[src/rtl/bfa_pkg.sv]
// Best-fit allocator package: request/response payload types and command codes.
// No dependencies; used by best_fit_allocator, bfa_ctrl and the testbench.
package bfa_pkg;

  localparam int SLOT_W  = 4;
  localparam int AMT_W   = 16;
  localparam int COUNT_W = 5;
  localparam int SLOT_SPAN = 16;

  localparam logic CMD_LOAD  = 1'b0;
  localparam logic CMD_ALLOC = 1'b1;

  typedef struct packed {
    logic              cmd;
    logic [SLOT_W-1:0] slot;
    logic [AMT_W-1:0]  amount;
  } req_t;

  typedef struct packed {
    logic              granted;
    logic [SLOT_W-1:0] chosen_slot;
    logic [AMT_W-1:0]  remaining;
  } rsp_t;

endpackage

[src/rtl/best_fit_allocator.sv]
// Best-fit allocator top level: block_count register and the sequencer.
// Uses bfa_pkg, bfa_ctrl (which holds bfa_ram).
//
// Requests (req_valid/req_ready, payload req) are loads or allocations.
// A load writes one block's free size and gives no response.
// An allocation scans blocks 0..n-1, n = min(block_count, NUM_BLOCKS, 16),
// one RAM read per cycle, then writes back the chosen block. It takes no new
// request during the scan and write-back; the response (rsp_valid/rsp_ready,
// payload rsp) is registered in the write-back step.
// The response sits in an output register; a new request is taken while it
// waits. If the receiver stalls, a second allocation holds in its last step
// until the register frees.
// Reset clears control and sets block_count to 16; the free-size RAM is not
// cleared, so blocks must be loaded before they are allocated from.
// cfg_we/cfg_wdata write block_count; write only while idle.
module best_fit_allocator #(
  parameter int NUM_BLOCKS = 16
) (
  input  logic                         clk,
  input  logic                         rst,
  input  logic                         cfg_we,
  input  logic [bfa_pkg::COUNT_W-1:0]  cfg_wdata,
  input  logic                         req_valid,
  output logic                         req_ready,
  input  bfa_pkg::req_t                req,
  output logic                         rsp_valid,
  input  logic                         rsp_ready,
  output bfa_pkg::rsp_t                rsp
);

  localparam int SPAN = (NUM_BLOCKS < bfa_pkg::SLOT_SPAN) ? NUM_BLOCKS : bfa_pkg::SLOT_SPAN;
  localparam int CW   = $clog2(SPAN + 1);

  logic [bfa_pkg::COUNT_W-1:0] block_count;
  logic [CW-1:0]               n;

  always_ff @(posedge clk) begin
    if (rst) begin
      block_count <= bfa_pkg::COUNT_W'(16);
    end else if (cfg_we) begin
      block_count <= cfg_wdata;
    end
  end

  assign n = (32'(block_count) > 32'(SPAN)) ? CW'(SPAN) : CW'(block_count);

  bfa_ctrl #(
    .NUM_BLOCKS (NUM_BLOCKS),
    .CW         (CW)
  ) u_ctrl (
    .clk       (clk),
    .rst       (rst),
    .n         (n),
    .req_valid (req_valid),
    .req_ready (req_ready),
    .req       (req),
    .rsp_valid (rsp_valid),
    .rsp_ready (rsp_ready),
    .rsp       (rsp)
  );

  a_nofit_zero: assert property (@(posedge clk) disable iff (rst)
    rsp_valid && !rsp.granted |-> (rsp.chosen_slot == '0) && (rsp.remaining == '0))
    else $error("no-fit response carries nonzero fields");

  a_slot_range: assert property (@(posedge clk) disable iff (rst)
    rsp_valid && rsp.granted |-> (32'(rsp.chosen_slot) < 32'(SPAN)))
    else $error("granted slot outside scanned range");

  a_alloc_busy: assert property (@(posedge clk) disable iff (rst)
    req_valid && req_ready && (req.cmd == bfa_pkg::CMD_ALLOC) |=> !req_ready)
    else $error("request taken during allocation");

endmodule

[src/rtl/bfa_ram.sv]
// Generic single-port-write, single-port-read RAM with registered read data.
// No dependencies.
module bfa_ram #(
  parameter int WIDTH = 16,
  parameter int DEPTH = 16
) (
  input  logic                     clk,
  input  logic                     we,
  input  logic [$clog2(DEPTH)-1:0] waddr,
  input  logic [WIDTH-1:0]         wdata,
  input  logic [$clog2(DEPTH)-1:0] raddr,
  output logic [WIDTH-1:0]         rdata
);

  logic [WIDTH-1:0] mem [DEPTH];

  always_ff @(posedge clk) begin
    if (we) begin
      mem[waddr] <= wdata;
    end
    rdata <= mem[raddr];
  end

endmodule

[src/rtl/bfa_ctrl.sv]
// Best-fit allocator sequencer: loads, scans the free-size RAM one entry per
// cycle, writes back the chosen entry and holds the response register. Uses bfa_pkg, bfa_ram.
module bfa_ctrl #(
  parameter int NUM_BLOCKS = 16,
  parameter int CW = 5
) (
  input  logic           clk,
  input  logic           rst,
  input  logic [CW-1:0]  n,
  input  logic           req_valid,
  output logic           req_ready,
  input  bfa_pkg::req_t  req,
  output logic           rsp_valid,
  input  logic           rsp_ready,
  output bfa_pkg::rsp_t  rsp
);

  localparam int AW = $clog2(NUM_BLOCKS);

  typedef enum logic [1:0] {
    IDLE,
    SCAN,
    FINISH
  } state_t;

  state_t                     state;
  logic [CW-1:0]              cnt_issue;
  logic [CW-1:0]              cnt_cmp;
  logic [bfa_pkg::AMT_W-1:0]  req_amt;
  logic                       found;
  logic [CW-1:0]              best_idx;
  logic [bfa_pkg::AMT_W-1:0]  best_val;

  logic                       ram_we;
  logic [AW-1:0]              ram_waddr;
  logic [bfa_pkg::AMT_W-1:0]  ram_wdata;
  logic [AW-1:0]              ram_raddr;
  logic [bfa_pkg::AMT_W-1:0]  ram_rdata;

  logic                       accept;
  logic                       load_ok;
  logic [CW-1:0]              n_m1;
  logic                       better;
  logic                       emit;
  logic [bfa_pkg::AMT_W-1:0]  left;

  assign req_ready = (state == IDLE);
  assign accept    = req_valid && req_ready;
  assign load_ok   = ({{(32-bfa_pkg::SLOT_W){1'b0}}, req.slot} < 32'(NUM_BLOCKS));
  assign n_m1      = n - CW'(1);
  assign better    = (ram_rdata >= req_amt) && (!found || (ram_rdata < best_val));
  assign emit      = (state == FINISH) && (!rsp_valid || rsp_ready);
  assign left      = best_val - req_amt;

  always_comb begin
    ram_raddr = (state == IDLE) ? '0 : AW'(cnt_issue);
    ram_we    = 1'b0;
    ram_waddr = AW'(req.slot);
    ram_wdata = req.amount;
    if (state == IDLE) begin
      ram_we = accept && (req.cmd == bfa_pkg::CMD_LOAD) && load_ok;
    end else if (emit) begin
      ram_we    = found;
      ram_waddr = AW'(best_idx);
      ram_wdata = left;
    end
  end

  bfa_ram #(
    .WIDTH (bfa_pkg::AMT_W),
    .DEPTH (NUM_BLOCKS)
  ) u_ram (
    .clk   (clk),
    .we    (ram_we),
    .waddr (ram_waddr),
    .wdata (ram_wdata),
    .raddr (ram_raddr),
    .rdata (ram_rdata)
  );

  always_ff @(posedge clk) begin
    if (rst) begin
      state     <= IDLE;
      rsp_valid <= 1'b0;
      found     <= 1'b0;
      cnt_issue <= '0;
      cnt_cmp   <= '0;
    end else begin
      if (emit) begin
        rsp_valid <= 1'b1;
      end else if (rsp_ready) begin
        rsp_valid <= 1'b0;
      end
      unique case (state)
        IDLE: begin
          if (accept && (req.cmd == bfa_pkg::CMD_ALLOC)) begin
            req_amt   <= req.amount;
            found     <= 1'b0;
            cnt_cmp   <= '0;
            cnt_issue <= CW'(n_m1 != '0);
            state     <= (n == '0) ? FINISH : SCAN;
          end
        end
        SCAN: begin
          if (better) begin
            found    <= 1'b1;
            best_idx <= cnt_cmp;
            best_val <= ram_rdata;
          end
          if (cnt_issue != n_m1) begin
            cnt_issue <= cnt_issue + CW'(1);
          end
          cnt_cmp <= cnt_cmp + CW'(1);
          if (cnt_cmp == n_m1) begin
            state <= FINISH;
          end
        end
        FINISH: begin
          if (emit) begin
            rsp.granted     <= found;
            rsp.chosen_slot <= found ? bfa_pkg::SLOT_W'(best_idx) : '0;
            rsp.remaining   <= found ? left : '0;
            state           <= IDLE;
          end
        end
        default: state <= IDLE;
      endcase
    end
  end

endmodule

[config.mk]
export PLATFORM = sky130hd
export DESIGN_NAME = best_fit_allocator
export DESIGN_NICKNAME = d
export VERILOG_FILES = /design/src/rtl/bfa_pkg.sv /design/src/rtl/best_fit_allocator.sv /design/src/rtl/bfa_ram.sv /design/src/rtl/bfa_ctrl.sv
export SDC_FILE = /design/constraint.sdc
export NUM_CORES = 1
export LEC_CHECK = 0
export ABC_CLOCK_PERIOD_IN_PS = 3300
export BUFFER_PORTS_ARGS = -buffer_cell sky130_fd_sc_hd__buf_2
export CAP_MARGIN = 10
export CORE_MARGIN = 1
export CORE_UTILIZATION = 55
export DETAILED_ROUTE_END_ITERATION = 6
export PLACE_DENSITY = 0.8
export SLEW_MARGIN = 15
export SYNTH_ARGS = -nofsm -noshare
export SYNTH_HDL_FRONTEND = slang
export SYNTH_SLANG_ARGS = --single-unit
[constraint.sdc]
create_clock -name clk -period 3.3 [get_ports clk]
set_input_delay 0.165 -clock clk [delete_from_list [all_inputs] [get_ports clk]]
set_output_delay 0.165 -clock clk [all_outputs]
set_load 0.02 [all_outputs]
# Yosys cells after proc, flatten, opt, wreduce, memory -nomap -nowiden
# Memory sizes are Yosys's and may differ from the RTL's. A register that Yosys moved wholly into a read port is not among the register bits.
# Cells that the tools add are included.
# word_totals
regBits,76
mem_count,1
output_inout_bits,23
word_cells,77
ramBits,256
inputBits,31
# op_classes
magnitude_cmp,3
bitwise_logic,2
mux,25
n_eq_ne,9
n_addsub,4
n_reduce_logical,21
# mem_list
name,depth,width,read_ports,rd_ports_with_merged_regs,wr,line,rtl
u_ctrl.u_ram.mem,16,16,1,1,1,bfa_ram.sv:15,logic [WIDTH-1:0] mem [DEPTH];
# ops
operator,n
2-to-1 mux 16 bit,2
2-to-1 mux 5 bit,4
one-hot mux 5 bit (2 select lines),2
AND reduction 3 bit,6
greater-or-equal comparator 16 bit,1
less-than comparator 16 bit,1
subtractor 16 bit,1
2-to-1 mux 4 bit,3
"adder 5 x 1 -> 5 bit, second input constant",2
2-to-1 mux 1 bit,8
2-to-1 mux 2 bit,4
"inequality test 2 x 1 -> 1 bit, second input constant",4
one-hot mux 2 bit (3 select lines),1
== test 5 bit,1
"> comparator 5 bit, second input constant",1
logical AND 1 bit,5
zero test 5 bit,1
inequality test 5 bit,1
nonzero test 5 bit,1
"subtractor 5 x 1 -> 5 bit, second input constant",1
nonzero test 2 bit,2
"== test 2 x 1 -> 1 bit, second input constant",1
"== test 2 bit, second input constant",1
zero test 1 bit,2
other kinds (6),8

# Longest topological paths before layout
# Gate-level depths: netlist of run 1.
# depth
depth_word,7
ltp_mapped,10
ltp_nobuf,9

# Hierarchy
# From an unflattened synthesis of run 1, not the netlist that was laid out.
# hier_totals
cells_unflattened,899
area_unflattened_um2,14766.7
# by_module_without_submodules
module,area_each_um2,cells_each,seq_area_each_um2,n_inst
bfa_ram,10042.1,432,8007.7,1
bfa_ctrl,4514.3,446,1991.9,1
best_fit_allocator,210.2,21,100.1,1

# Worst setup path after synthesis of run 1
# OpenSTA, ideal clock, no wires.
# synth_timing
kind,reg2reg
startpoint,reg u_ctrl.best_val[4] (netlist name)
endpoint,reg u_ctrl.best_idx[0] (enable)
period_less_slack_ns,3.423
setup_slack_ns,-0.123
setup_ns,0.428
path_buffers,0
required_time_ns,2.872
path_stages_with_launch,8
t_arrival_ns,2.995
cell_sequence,edfxtp_1 > inv_1 > ha_1 > a2111oi_0 > o21ai_1 > a31oi_1 > o311ai_1 > a211oi_1
# synth_via
elab_chain_len,4
# synth_lines
element,line,rtl
start: declaration,bfa_ctrl.sv:32,logic [bfa_pkg::AMT_W-1:0] best_val;
start signal: assignment,bfa_ctrl.sv:108,best_val <= ram_rdata;
less-than comparator 16 bit,bfa_ctrl.sv:51,assign better = (ram_rdata >= req_amt) && (!found || (ram_rdata < best_val));
logical OR 1 bit,bfa_ctrl.sv:51,
logical AND 1 bit,bfa_ctrl.sv:51,
AND reduction 3 bit (no line),-,
end signal: assignment,bfa_ctrl.sv:107,best_idx <= cnt_cmp;
end: declaration,bfa_ctrl.sv:31,logic [CW-1:0] best_idx;
# No other way between the ends.
# A chain may end at the register's enable or synchronous reset.

# Worst setup path after layout of run 1
# layout_timing
startpoint,reg u_ctrl.best_val[0] (netlist name)
endpoint,"mem u_ctrl.u_ram.mem[14][14], data pin"
# layout_via
elab_chain_len,3
# layout_lines
element,line,rtl
subtractor 16 bit,bfa_ctrl.sv:53,assign left = best_val - req_amt;
2-to-1 mux 16 bit,bfa_ctrl.sv:62,end else if (emit) begin
2-to-1 mux 16 bit,bfa_ctrl.sv:60,if (state == IDLE) begin
named net u_ctrl.ram_wdata (one bit),bfa_ctrl.sv:36,logic [bfa_pkg::AMT_W-1:0] ram_wdata;
end: declaration,bfa_ram.sv:15,
# The timed path passes the listed nets, and every way through them passes these cells.

==> results of run 1 <==
-- sequential cells by signal, summed over array words and instances, names as in the netlist --
register and cells:
u_ctrl.cnt_cmp 5, u_ctrl.cnt_issue 5, u_ctrl.rsp 21, u_ctrl.found 1, u_ctrl.best_val 16, u_ctrl.best_idx 4
u_ctrl.req_amt 16, u_ctrl.u_ram.mem 256, u_ctrl.state 2, u_ctrl.u_ram.rdata 16, u_ctrl.rsp_valid 1, block_count 5
-- critical path: stages (launching register included) --
cell,delay (ps)
edfxtp_1,380
inv_1,70
ha_1,230
fa_1,470
nor2b_1,170
o2111ai_1,150
a21oi_1,440
a211oi_1,210
or4_1,500
nand3_1,100
buf_4,200
-- layer usage --
layer | routed length [microns] | vias to the layer above | global-route usage [%]
met4 | 932 | 0 | 9.17
met1 | 14500 | 4725 | 35.7
met2 | 16600 | 509 | 40.8
li1 | - | 4379 | -
met3 | 3020 | 69 | 3.02
met5 | 0 | - | 0
-- what timing repair did --
item / in CTS / in global routing
hold endpoints to repair: 22 / 0
setup buffers: 0 / 0
hold buffers: 23 / 0
setup endpoints to repair: 0 / 16
gates resized for setup: 0 / 1
-- power groups by stage --
stage	logic, uW	clock network (uW)	registers [uW]
2_1_floorplan	399	0	5000
3_3_place_gp	555	0	5010
3_5_place_dp	573	0	5020
4_1_cts	599	3940	4920
5_1_grt	660	4150	4930
6_report	611	3940	4930
-- cell usage in the layout (no fill, tap or decap), types with 7 or more instances in the layout --
cell | Yosys | final
edfxtp_1 | 313 | 313
nand2_1 | 108 | 108
mux2i_1 | 72 | 72
a211oi_1 | 57 | 55
buf_2 | 9 | 53
ha_1 | 50 | 50
buf_4 | 2 | 49
nor2_1 | 52 | 45
a21oi_1 | 44 | 44
inv_1 | 42 | 42
nor2b_1 | 43 | 41
clkbuf_16 | 0 | 38
dfxtp_1 | 35 | 34
a31oi_1 | 26 | 26
dlygate4sd3_1 | 0 | 23
mux4_2 | 16 | 16
a311oi_1 | 16 | 16
nand2b_1 | 16 | 16
and2_1 | 13 | 13
o21ai_0 | 10 | 10
xnor2_1 | 10 | 10
xor2_1 | 10 | 10
clkbuf_1 | 32 | 9
clkinv_2 | 0 | 8
nor2_2 | 0 | 7
-- logic make-up after synthesis --
group / count (synthesis)
AO/OA/AOI/OAI: 203
XOR/XNOR: 22
adder cells (fa/ha/maj): 51
buffers and inverters: 95
flip-flops: 348
multiplexers: 93
AND/OR/NAND/NOR: 276
-- area by class of cell --
class | instances | area, sq um | share of cell area [%]
tap | 372 | 465 | 2.64
clock buffer | 48 | 998 | 5.65
timing repair buffer | 130 | 963 | 5.46
clock inverter | 17 | 143 | 0.808
sequential | 348 | 10100 | 57.2
inverter | 42 | 158 | 0.893
multi-input combinational | 645 | 4830 | 27.3
-- Yosys cell counts, types with 6 or more instances --
cell,n
nor2b_1,43
dfxtp_1,35
o21ai_1,9
a21oi_1,44
clkbuf_1,32
inv_1,42
nor2_1,52
and2_1,13
a31oi_1,26
ha_1,50
mux2i_1,72
o21ai_0,10
edfxtp_1,313
buf_2,9
a211oi_1,57
mux4_2,16
nand2b_1,16
a311oi_1,16
xnor2_1,10
a21o_1,6
nor3_1,10
xor2_1,10
nand2_1,108
-- path summary, 6_finish.rpt --
check,start,end,depth (start not counted)
worst max-delay path,u_ctrl.best_val[0],u_ctrl.u_ram.mem[14][14],10
worst min-delay path,cfg_we,block_count[0],3
worst max register to register,u_ctrl.best_val[0],u_ctrl.u_ram.mem[14][14],10
worst min register to register,u_ctrl.u_ram.rdata[15],u_ctrl.best_val[15],0
-- stage by stage --
step / setup WS [ps] / cells / instance area (sq um) / total power, uW / hold WS, ps
after floorplan: 290 / 1088 / 15300 / 5390 / 264
after global placement: 307 / 1514 / 16300 / 5570 / 361
after detailed placement: 175 / 1514 / 16300 / 5590 / 362
after CTS: 170 / 1602 / 17600 / 9470 / 1.11
after global routing: 39.2 / 1602 / 17700 / 9740 / 47.7
final: 197 / 1602 / 17700 / 9470 / 6.81
==> impl_metrics.json, run 1 <==
{
  "outcome": "complete, no violations",
  "hold_viol_final": 0,
  "finalSetupViolCount": 0,
  "timing.final.crit_share_pct": 94.0,
  "yosys.area.top_type": "edfxtp_1",
  "syn_area_sq_um": 15300,
  "antenna_found_initial": 0,
  "area_growth_pct": 15.7,
  "core_region_area_sq_um": 27100,
  "cp-end-kind": "flop",
  "fin_skew_ps": 25.0,
  "htreeDepth": 2,
  "synthArstFlopShare_pct": 0,
  "wire_per_inst_microns": 21.9,
  "rrSetupSlack_ps": 200,
  "ys_seq_elements": 348,
  "via_count": 9682,
  "start_util_pct": 56.3,
  "initialDrtViolationCount": 988,
  "clockRootBuffer": "clkbuf_16",
  "clock_path_buffers": 3,
  "synth_area_per_cell_sq_um": 14.0,
  "dp_hpwl_microns": 22200,
  "clk_pin_slew_ps": 70,
  "grt_pass1_vias": 9562,
  "cp_max_fo": 16,
  "sw_frac_of_total_pct": 22.0,
  "dieHeight_microns": 169,
  "synth_area_leaders": "edfxtp_1 62%, mux2i_1 4.7%, dfxtp_1 4.6%, ha_1 4.1%, a211oi_1 2.8%",
  "final_max_slew_viol_count": 0,
  "ios": 54,
  "power_density_nw_per_um2": 537,
  "p_sw_uw": 2080,
  "drive_gt1_share_pct": 16.9,
  "hp-class": "in2reg",
  "power_frac_seq_pct": 52.0,
  "drv_cap": 0,
  "start_kind": "flop",
  "syn_inst": 1088,
  "synth_compound_area_share_pct": 9.17,
  "synth_ff_type": "edfxtp_1",
  "portBuffers": 53,
  "synth_fa_ha_area_share_pct": 4.23,
  "peakVddDrop_mv": 0.460,
  "rsz0062_at_grt": "false",
  "num_antenna_cells": 0,
  "avgViaCountPerCell": 6.04,
  "design.die.area_sq_um": 28400,
  "rows": 60,
  "drc": 0,
  "yosys.area.top_type_share_pct": 61.6,
  "seq_area_frac_synth_pct": 66.2,
  "cts.sink_count": 348,
  "wl_microns": 35100,
  "detail-route-antenna-nets": 0,
  "clkLatencyLatePin_ps": 530,
  "place_congestion": 0.884,
  "synth-xor-area-share_pct": 1.36,
  "die_x_microns": 169,
  "combinationalPowerShare_pct": 6.4,
  "clkPwrFrac_pct": 41.6,
  "critical_path_class": "reg2reg",
  "synth_nets": 1170,
  "worstPathRequired_ps": 3650,
  "cts_tree": "built",
  "p_int_uw": 7390,
  "tightest_slew_ps": 1120,
  "grt_max_degree": 57,
  "grt_overflow": 0,
  "leakagePower_uw": 0.00648,
  "synthSimpleGateAreaFrac_pct": 8.77,
  "relSlewSlack_pct": 24.8,
  "fillCellCount": 1831,
  "synth_top_family_by_area": "compound AO/OA/AOI/OAI gates",
  "synth_mux_area_share_pct": 7.46,
  "grt_first_pass_wirelength_microns": 54100,
  "cp.arrival_ps": 3450,
  "fmax_mhz": 322,
  "synth-edff-count": 313,
  "dr.pass1.iters": 5,
  "post-route-min-period_ps": 3100,
  "track_usage_pct": 25.3,
  "fin_setup_tns_ps": 0,
  "yosysWarningCount": 0,
  "post-route-util_pct": 65.2,
  "cts-buffers-inserted": 36,
  "nets": 1285,
  "synth.distinct_cells": 61
}
Note: power is estimated with default switching activity, not from simulation.
==> run 2: changes to the inputs <==
ABC_CLOCK_PERIOD_IN_PS = 2870   (was 3300)
BUFFER_PORTS_ARGS = default   (was -buffer_cell sky130_fd_sc_hd__buf_2)
DONT_BUFFER_PORTS = 1   (was default)
PLACE_DENSITY = 0.75   (was 0.8)
clock period = 2.87 ns   (was 3.3 ns; I/O delays follow)
==> impl_metrics.json, run 2 (same netlist as run 1, synthesis figures left out) <==
{
  "outcome": "complete, no violations",
  "grt-busiest-layer": "met2",
  "tightest_slew_ps": 1090,
  "hp-class": "in2reg",
  "place_congestion": 0.888,
  "rrSetupSlack_ps": 160,
  "fmax_mhz": 369,
  "design.die.area_sq_um": 28400,
  "cp_max_fo": 16,
  "power_density_nw_per_um2": 624,
  "core_region_area_sq_um": 27100,
  "use_met2_pct": 38.8,
  "area_growth_pct": 15.1,
  "use_met1_pct": 33.8,
  "clock_path_buffers": 3,
  "antenna_found_initial": 0,
  "hold_viol_final": 0,
  "start_util_pct": 56.3,
  "grt_util_met3_pct": 4.82,
  "top_regs": "u_ctrl.u_ram.mem (256), u_ctrl.rsp (21)",
  "drv_cap": 0,
  "dieHeight_microns": 169,
  "final_max_slew_viol_count": 0,
  "top_register": "u_ctrl.u_ram.mem",
  "final_common_cell": "edfxtp_1",
  "cp_slowest_stage_delay_ps": 500,
  "clockRootBuffer": "clkbuf_16",
  "place.detailed.instances": 1468,
  "ios": 54,
  "initialDrtViolationCount": 933,
  "largest_reg_flops": 256,
  "cp.arrival_ps": 3080,
  "post-route-min-period_ps": 2710,
  "wire_per_inst_microns": 21.8,
  "worstPathRequired_ps": 3240,
  "fin_skew_ps": 24.6,
  "leakagePower_uw": 0.00634,
  "critPathSlowestCell": "or4_1",
  "postLayoutCellArea_sq_um": 17600,
  "power_uw": 11000,
  "timing.final.crit_share_pct": 94.4,
  "htreeDepth": 2,
  "dpl_cell_area_sq_um": 16100,
  "drive_gt1_share_pct": 13.9,
  "fillCellCount": 1900,
  "rows": 60,
  "cts.sink_count": 348,
  "wl_microns": 34100,
  "cts_tree": "built",
  "cp-end-kind": "flop",
  "grt_pass1_vias": 9073,
  "peakVddDrop_mv": 0.729,
  "num_antenna_cells": 0,
  "worstPathCellList": "ha_1 -> fa_2 -> nor2b_2 -> o2111ai_1 -> a21oi_1 -> buf_4 -> a211oi_1 -> or4_1 -> nand3_2 -> buf_12",
  "critical_path_class": "reg2reg",
  "grt_overflow": 0,
  "via_count": 9366,
  "dp_hpwl_microns": 21000,
  "grt_first_pass_wirelength_microns": 51800,
  "dr.pass1.iters": 5,
  "start_kind": "flop",
  "nets": 1245,
  "clkLatencyLatePin_ps": 520,
  "die_x_microns": 169,
  "finalSetupViolCount": 0,
  "cp_top_family": "simple AND/OR/NAND/NOR gates",
  "drc": 0,
  "worst-path-buf-inv": 2,
  "portBuffers": 0,
  "relSlewSlack_pct": 26.9,
  "detail-route-antenna-nets": 0,
  "grt_max_degree": 97,
  "final_cell_mix": "313 x edfxtp_1, 108 x nand2_1, 72 x mux2i_1",
  "clk_pin_slew_ps": 60,
  "layout.cells.non_filler": 1561,
  "avgViaCountPerCell": 6.00,
  "cts-buffers-inserted": 36,
  "track_usage_pct": 24.4
}
-- run 2: what timing repair did --
action | CTS | global route
hold buffers | 28 | 0
resized for setup | 0 | 6
setup buffers | 0 | 1
endpoints found under the setup margin | 0 | 69
hold endpoints to repair | 35 | 0
-- run 2: stage by stage --
stage,utilization (%),TNS [ps],hold slack [ps],setup slack [ps]
finish,64.8,0,12.1,160
global route,64.8,-22.3,33.5,-14.3
CTS,64.7,0,2.11,40.5
detailed placement,59.4,0,211,46.5
global placement,59.4,0,215,88.4
floorplan,-,-373,242,-23.3
-- run 2: per-layer routing --
layer	vias up	share of wire (%)
met3	78	7.9
met4	2	2.8
met2	403	47
met5	-	0.21
li1	4301	-
met1	4582	42
-- run 2: path summary, 6_finish.rpt --
check                        startpoint                      end  cells after the start
setup reg to reg      u_ctrl.req_amt[0]  u_ctrl.u_ram.mem[5][14]                     10
hold reg to reg   u_ctrl.u_ram.rdata[0]       u_ctrl.best_val[0]                      0
hold / removal                req_valid          u_ctrl.state[1]                      4
setup / recovery      u_ctrl.req_amt[0]  u_ctrl.u_ram.mem[5][14]                     10
-- run 2: tightest hold or removal path: stages --
cell and delay [ps]:
nand2_1 100, nor2_1 60, nor2_1 90, a211oi_1 70
-- run 2: area by class of cell --
| class | instances | area (sq um) | area share, % |
|---|---|---|---|
| sequential | 348 | 10100 | 57.5 |
| multi-input combinational | 645 | 4850 | 27.6 |
| clock buffer | 49 | 971 | 5.53 |
| timing repair buffer | 90 | 833 | 4.75 |
| tap | 372 | 465 | 2.65 |
| clock inverter | 15 | 180 | 1.03 |
| inverter | 42 | 158 | 0.898 |
-- run 2: power breakdown --
part	leakage (uW)	total [uW]	internal [uW]	switching, uW
registers	0.00312	5650	5610	47.6
logic	0.00266	699	267	432
clock network	0.000558	4600	2740	1860
==> run 3: changes to the inputs <==
BUFFER_PORTS_ARGS = -buffer_cell sky130_fd_sc_hd__buf_2   (was default)
DONT_BUFFER_PORTS = default   (was 1)
PLACE_DENSITY = 0.77   (was 0.75)
==> impl_metrics.json, run 3 (same netlist as run 1, synthesis figures left out) <==
{
  "critical_path_class": "reg2reg",
  "grt_overflow": 0,
  "area_growth_pct": 17.6,
  "final_common_cell": "edfxtp_1",
  "outcome": "complete, but fails checks",
  "tightest_slew_ps": 1130,
  "fmax_mhz": 354,
  "fillCellCount": 1859,
  "fin_setup_tns_ps": 0,
  "p_sw_uw": 2340,
  "power_uw": 11000,
  "failed_checks": "design-rule violations",
  "leakagePower_uw": 0.00662,
  "cp_max_fo": 16,
  "peakVddDrop_mv": 0.586,
  "portBuffers": 53,
  "fin_skew_ps": 19.2,
  "cp.arrival_ps": 3170,
  "final_cell_mix": "313 x edfxtp_1, 108 x nand2_1, 72 x mux2i_1",
  "worstPathCellList": "ha_1 -> fa_1 -> nor2b_2 -> o2111ai_2 -> a21oi_2 -> buf_4 -> a31oi_1 -> a211oi_1 -> mux2_4",
  "post-route-min-period_ps": 2820,
  "track_usage_pct": 24.8,
  "holdWs_ps": 32.0,
  "clkLatencyLatePin_ps": 520,
  "place.detailed.instances": 1532,
  "p_int_uw": 8650,
  "core_region_area_sq_um": 27100,
  "antenna_found_initial": 0,
  "worst-path-buf-inv": 1,
  "wl_microns": 34300,
  "worstPathRequired_ps": 3210,
  "drv_cap": 0,
  "clockRootBuffer": "clkbuf_16",
  "cts_tree": "built",
  "top_regs": "u_ctrl.u_ram.mem (256), u_ctrl.rsp (21)",
  "power_frac_seq_pct": 51.5,
  "layout.cells.non_filler": 1624,
  "combinationalPowerShare_pct": 6.6,
  "grt_pass1_vias": 9342,
  "grt_first_pass_wirelength_microns": 52900,
  "sw_frac_of_total_pct": 21.3,
  "grt_max_degree": 39,
  "start_kind": "flop",
  "drive_gt1_share_pct": 18.6,
  "nets": 1307,
  "power_density_nw_per_um2": 612,
  "place_congestion": 0.866,
  "critPathSlowestCell": "fa_1",
  "wire_per_inst_microns": 21.2,
  "relSlewSlack_pct": 24.1,
  "clk_pin_slew_ps": 60,
  "die_x_microns": 169,
  "finalSetupViolCount": 0,
  "detail-route-antenna-nets": 0,
  "rows": 60,
  "initialDrtViolationCount": 946,
  "avgViaCountPerCell": 5.92,
  "start_util_pct": 56.3,
  "timing.final.crit_share_pct": 98.4,
  "design.die.area_sq_um": 28400,
  "cp_slowest_stage_delay_ps": 500,
  "drc": 2,
  "dr.pass1.iters": 7,
  "cts-buffers-inserted": 35,
  "pre_cts_ws_ps": -38.4,
  "final_max_slew_viol_count": 0,
  "hp-class": "in2reg",
  "dp_hpwl_microns": 22000,
  "layout_setup_ws_ps": 45.6,
  "via_count": 9608,
  "num_antenna_cells": 0,
  "cp_top_family": "compound AO/OA/AOI/OAI gates",
  "cp-end-kind": "flop",
  "clkPwrFrac_pct": 41.9,
  "cts.sink_count": 348,
  "hold_viol_final": 0,
  "htreeDepth": 2,
  "clock_path_buffers": 3,
  "largest_reg_flops": 256,
  "dieHeight_microns": 169,
  "ios": 54,
  "top_register": "u_ctrl.u_ram.mem"
}
run 3: cell types whose count changed in the layout (fill, tap and decap cells not counted), sizes merged:
cell         previous run  this run
inv                    44        43
buf                    62       126
clkinv                  8        10
dlygate4sd3            28        27
clkinvlp                1         0
run 3: path summary, 6_finish.rpt:
path / slack [ps] / depth (start not counted) / start / to
max: 50 / 9 / u_ctrl.req_amt[0] / u_ctrl.u_ram.mem[0][10]
min: 30 / 2 / rst / block_count[3]
max reg2reg: 50 / 9 / u_ctrl.req_amt[0] / u_ctrl.u_ram.mem[0][10]
min reg2reg: 490 / 0 / u_ctrl.u_ram.rdata[0] / u_ctrl.best_val[0]
run 3: power groups by stage:
stage | Sequential, uW | Combinational (uW) | Clock (uW)
finish | 5650 | 728 | 4600
global route | 5660 | 793 | 4840
CTS | 5650 | 713 | 4650
detailed placement | 5760 | 678 | 0
global placement | 5760 | 662 | 0
floorplan | 5740 | 460 | 0
run 3: what timing repair did:
action / CTS / global route
gates cloned: 0 / 0
gates resized for setup: 1 / 7
hold buffers: 27 / 0
endpoints found under the hold margin: 22 / 0
pin swaps: 0 / 3
buffers inserted: 0 / 1
endpoints found under the setup margin: 48 / 97
run 3: layout make-up:
| type | instances | area (sq um) | area share [%] |
|---|---|---|---|
| repair buffers | 153 | 1200 | 6.67 |
| well taps | 372 | 465 | 2.59 |
| clock inverters | 15 | 188 | 1.05 |
| flip-flops and latches | 348 | 10100 | 56.3 |
| multi-input cells | 645 | 4850 | 27.0 |
| inverters | 42 | 158 | 0.879 |
| clock buffers | 49 | 980 | 5.46 |
run 3: metrics by stage:
step	utilization (%)	cell area (sq um)
4_1_cts	66.1	17900
2_1_floorplan	-	15300
6_report	66.2	17900
3_5_place_dp	60.8	16500
5_1_grt	66.2	17900
3_3_place_gp	60.8	16500
run 3: routing by layer:
metal | global-route usage (%) | vias up | wire length (microns)
li1 | - | 4421 | -
met1 | 35.2 | 4698 | 14800
met2 | 39.4 | 426 | 15900
met3 | 3.48 | 63 | 2660
met4 | 8.77 | 0 | 1000
met5 | 0 | - | 0
